[config.mk]
export PLATFORM = sky130hd
export DESIGN_NAME = gha_free_find
export DESIGN_NICKNAME = d
export VERILOG_FILES = /design/src/hw/rtl/gha_pkg.sv /design/src/hw/rtl/gha_free_find.sv
export SDC_FILE = /design/constraint.sdc
export NUM_CORES = 1
export LEC_CHECK = 0
export BUFFER_PORTS_ARGS = -buffer_cell sky130_fd_sc_hd__buf_2
export CORE_AREA = 2 2 102 104
export DETAILED_ROUTE_END_ITERATION = 10
export DIE_AREA = 0 0 104 106
export PLACE_DENSITY = 0.69
export SYNTH_ARGS = -nofsm -noshare
export SYNTH_HDL_FRONTEND = slang
export SYNTH_SLANG_ARGS = --single-unit
[constraint.sdc]
create_clock -name vclk -period 12.3
set_input_delay 1.845 -clock vclk [all_inputs]
set_output_delay 1.845 -clock vclk [all_outputs]
set_load 0.01 [all_outputs]
[src/hw/rtl/gha_pkg.sv]
// Shared types and constants of the generation handle allocator.
// Used by every module under hw/rtl; depends on nothing else.
package gha_pkg;

	// table geometry
	localparam int SLOTS           = 256;
	localparam int SLOT_W          = $clog2(SLOTS);
	localparam int SLOT_FIELD_BITS = 16;
	localparam int GEN_BITS        = 16;
	localparam int HANDLE_W        = 32;
	localparam int HGEN_W          = HANDLE_W - SLOT_FIELD_BITS;
	localparam int SIZE_W          = 16;
	localparam int STATUS_W        = 2;
	localparam int OP_W            = 2;

	// free-slot search is split into groups of rows
	localparam int GRP_SLOTS = 16;
	localparam int GRP_W     = $clog2(GRP_SLOTS);
	localparam int GRPS      = SLOTS / GRP_SLOTS;
	localparam int GSEL_W    = $clog2(GRPS);

	localparam logic [SIZE_W-1:0] SIZE_LIMIT_RST = SIZE_W'(1024);

	typedef enum logic [OP_W-1:0] {
		OP_OPEN     = 2'd0,
		OP_VALIDATE = 2'd1,
		OP_CLOSE    = 2'd2
	} op_t;

	typedef enum logic [STATUS_W-1:0] {
		ST_OK      = 2'd0,
		ST_INVALID = 2'd1,
		ST_FULL    = 2'd2
	} status_t;

	// free-slot search result
	typedef struct packed {
		logic              found;
		logic [SLOT_W-1:0] slot;
	} find_t;

endpackage

[src/hw/rtl/gha_free_find.sv]
// Lowest-free-slot search over the occupancy bitmap, slot 0 excluded.
// Two-level priority encode: first free group, then first free slot in it.
// Depends on gha_pkg.
module gha_free_find (
	input  logic [gha_pkg::SLOTS-1:0] occ,
	output gha_pkg::find_t            find
);

	logic [gha_pkg::SLOTS-1:0]     avail;
	logic [gha_pkg::GRPS-1:0]      grp_any;
	logic [gha_pkg::GSEL_W-1:0]    grp_sel;
	logic [gha_pkg::GRP_SLOTS-1:0] row;
	logic [gha_pkg::GRP_W-1:0]     bit_sel;

	// slot 0 is reserved and never handed out
	always_comb begin
		avail    = ~occ;
		avail[0] = 1'b0;
		for (int g = 0; g < gha_pkg::GRPS; g++) begin
			grp_any[g] = |avail[g*gha_pkg::GRP_SLOTS +: gha_pkg::GRP_SLOTS];
		end
	end

	// pick the lowest group with a free slot
	always_comb begin
		grp_sel = '0;
		for (int g = gha_pkg::GRPS - 1; g >= 0; g--) begin
			if (grp_any[g]) begin
				grp_sel = gha_pkg::GSEL_W'(g);
			end
		end
	end

	// pick the lowest free slot inside that group
	always_comb begin
		row     = avail[grp_sel*gha_pkg::GRP_SLOTS +: gha_pkg::GRP_SLOTS];
		bit_sel = '0;
		for (int b = gha_pkg::GRP_SLOTS - 1; b >= 0; b--) begin
			if (row[b]) begin
				bit_sel = gha_pkg::GRP_W'(b);
			end
		end
	end

	assign find.found = |grp_any;
	assign find.slot  = {grp_sel, bit_sel};

endmodule

# Word level (Yosys, flattened, before mapping)
# Index checks and enable logic that the tools add are counted.
# op_classes
n_reduce_logical	17
shifts	1
muxes	32
n_bitwise	1
# op_table
operator	count
$not 256->256	1
$shiftx 256x9->16	1
$reduce_or 255->1	1
$reduce_or 16->1	15
$mux 4	32
$reduce_or 15->1	1
# word_totals
ff_bits	0
wordCells	51
out_inout_bits	9
input_bits	256

# Depth between registers and ports, before layout
# depth
ltp_word	35
depth_mapped	15
mapped_depth_nobuf	14

# Worst setup path after synthesis
# OpenSTA, ideal clock, no wires.
# synth_path
kind	input-to-output
start	input port occ[223] (netlist name)
end	output port find[1] (netlist name)
required_time_ns	10.455
stages	14
path_slack_ns	5.688
arrival_ns	4.767
n_path_buf	1
cell_sequence	nand4_1 > or4_1 > a211oi_2 > o221ai_2 > a21o_1 > buf_2 > o211ai_1 > a21oi_1 > or3_1 > o311ai_1 > o211ai_1 > a311oi_1 > o21bai_1 > a311oi_1
# synth_rtl
element	line_no	rtl
from (decl)	gha_free_find.sv:5	input logic [gha_pkg::SLOTS-1:0] occ,
to (decl)	gha_free_find.sv:6	output gha_pkg::find_t find

==> impl_metrics.env <==
export IMPL_finalWorstSetupSlack_ps=4340
export IMPL_synthTopCellsByArea="mux2i_1 26%, nand4_1 13%, nand2_1 7.0%"
export IMPL_synth_compound_area_share_pct=29.9
export IMPL_period_minus_slack_ps=7960
export IMPL_hold_viol=0
export IMPL_antenna_found_initial=0
export IMPL_maxSlewHeadroom_pct=29.6
export IMPL_place_congestion=0.938
export IMPL_die_h_um=106
export IMPL_grt_pass1_vias=5100
export IMPL_dp_slack_ps=4450
export IMPL_min_path_type="primary input to output port"
export IMPL_yosysTopAreaCell="mux2i_1"
export IMPL_p_sw_share_pct=50.1
export IMPL_power_frac_comb_pct=100.0
export IMPL_core_area_um2=10000
export IMPL_layoutNonFillerInstCount=853
export IMPL_drcViolationCount=0
export IMPL_maxCapViolCount=0
export IMPL_dp_cells=852
export IMPL_clkPwrFrac_pct=0
export IMPL_rsz0062_at_grt="false"
export IMPL_p_seq_share_pct=0
export IMPL_synth_fa_ha_area_share_pct=0
export IMPL_grt_pass1_wl_um=26300
export IMPL_synthSimpleGateAreaFrac_pct=38.0
export IMPL_yosys_mux_area_fraction_pct=26.8
export IMPL_regArea_um2=0
export IMPL_grt_usage_pct=29.9
export IMPL_start_util_pct=32.2
export IMPL_nFlopsAndLatches=0
export IMPL_ys_seq_area_share_pct=0
export IMPL_die_w_um=104
export IMPL_critPathLaunchType="primary input"
export IMPL_ys_warn_count=0
export IMPL_p_leak_uw=0.00212
export IMPL_drive_above_1_share_pct=41.2
export IMPL_synth_top_family_by_area="simple AND/OR/NAND/NOR gates"
export IMPL_power_switching_uw=46.8
export IMPL_io_pins=265
export IMPL_synth_nets=731
export IMPL_area_delta_synth_final_pct=43.4
export IMPL_peakVddDrop_v=0.0000106
export IMPL_synth_distinct_cells=54
export IMPL_num_vias=5063
export IMPL_cts_resized=0
export IMPL_drtAntennaViolNets=0
export IMPL_grt_start_max_net_pins=49
export IMPL_fmax_ghz=0.126
export IMPL_layout_nets=974
export IMPL_port_buffers=264
export IMPL_first_pass_iters=5
export IMPL_grt_ovfl_total=0
export IMPL_viasPerCell=5.94
export IMPL_worstMarginPinSlew_ps=1060
export IMPL_netlist_instances=475
export IMPL_layout_worst_path_cycle_share_pct=64.7
export IMPL_worst_ep_required_time_ps=10450
export IMPL_post_cts_hold_buffer_count=0
export IMPL_yosysTopAreaCellShare_pct=25.8
export IMPL_synthXorXnorAreaFrac_pct=0
export IMPL_path_max_fanout=26
export IMPL_syn_area_um2=3220
export IMPL_drt_wl_total_um=17700
export IMPL_cellPowerDensity_nw_per_um2=20.2
export IMPL_avgSynthCellArea_um2=6.78
export IMPL_nClkBuffers=0
export IMPL_tns_ps=0
export IMPL_setup_viol=0
export IMPL_endpoint_kind="output port"
export IMPL_cts_setup_buffers=0
export IMPL_dieArea_um2=11000
export IMPL_drv_slew=0
export IMPL_worst_setup_path_type="primary input to output port"
export IMPL_status="finished, final reports clean"
export IMPL_hpwl_um=15300
export IMPL_critical_path_arrival_ps=6110
export IMPL_power_internal_uw=46.5
export IMPL_wl_per_cell_um=20.7
export IMPL_drt_iter0_markers=397
export IMPL_rows=37
## power by group through the flow
stage          combinational [uW]  sequential (uW)  clock (uW)
2_1_floorplan                29.1                0           0
3_3_place_gp                 91.2                0           0
3_5_place_dp                 92.1                0           0
4_1_cts                      92.5                0           0
5_1_grt                       101                0           0
6_report                     93.3                0   0.0000109
## cell families after synthesis
| logic type | Yosys count |
|---|---|
| multiplexers | 86 |
| AO/OA/AOI/OAI | 141 |
| AND/OR/NAND/NOR | 217 |
| buffers and inverters | 31 |
## path summary, 6_finish.rpt
| kind | cells past startpoint | startpoint | end | slack [ps] |
|---|---|---|---|---|
| hold / removal | 6 | occ[1] | find[1] | 4280 |
| setup / recovery | 16 | occ[174] | find[1] | 4340 |
## synthesized netlist by cell type (all sizes together), types with 10 or more instances
cell type	instances
o21ai	26
mux2i	83
nor4	17
a21oi	36
and2	18
o211ai	12
buf	25
a211oi	24
nand4	69
nand2	60
nor3	11
nor2	10
## placed cells by master, fill, tap and decap left out, drive strengths merged, types with 4 or more instances in the layout
master | synthesis | final
a311oi | 4 | 4
o21ai | 26 | 26
o22ai | 7 | 7
nand4 | 69 | 69
nor4 | 17 | 17
or4 | 4 | 4
nor2 | 10 | 10
o21a | 4 | 4
nand3 | 7 | 7
a211oi | 24 | 24
o211ai | 12 | 12
buf | 25 | 270
a21oi | 36 | 36
mux2i | 83 | 83
and3 | 7 | 7
nor3 | 11 | 11
a21o | 4 | 4
nand2 | 60 | 60
and2 | 18 | 18
o221ai | 4 | 4
nand2b | 5 | 5
o31ai | 7 | 7
## per-stage QoR
stage	hold slack (ps)	utilization [%]	cell area (um2)	total power, uW
floorplan	3940	-	3220	29.1
global placement	4250	46.2	4620	91.2
detailed placement	4250	46.2	4620	92.1
CTS	4260	46.2	4620	92.5
global route	4300	46.2	4620	101
finish	4280	46.2	4620	93.3
## layer usage
metal	wire, um	global-route usage, %	part of all wire [%]	vias to the layer above
met2	8920	57.2	50	271
li1	-	-	-	2412
met5	0	0	0	-
met1	6800	34.3	38	2344
met3	1450	4.35	8.2	36
met4	517	8.20	2.9	0
## worst max-delay path, cell delays in order
cell and delay, ps:
buf_2 90, nand4_1 200, nor4_1 680, o21ai_0 260
o21ai_1 220, a21oi_2 120, o21ai_4 550, buf_4 410
a21oi_1 110, or3_1 410, o311ai_1 130, o211ai_1 180
a311oi_1 340, o21bai_1 120, a311oi_1 260, buf_2 170
## final cells by class
type | count | area (um2)
inverters | 2 | 7.51
multi-input cells | 444 | 3070
fillers | 1124 | 5380
repair buffers | 270 | 1370
well taps | 136 | 170
diodes | 1 | 2.50
(Power assumes the default switching activity.)
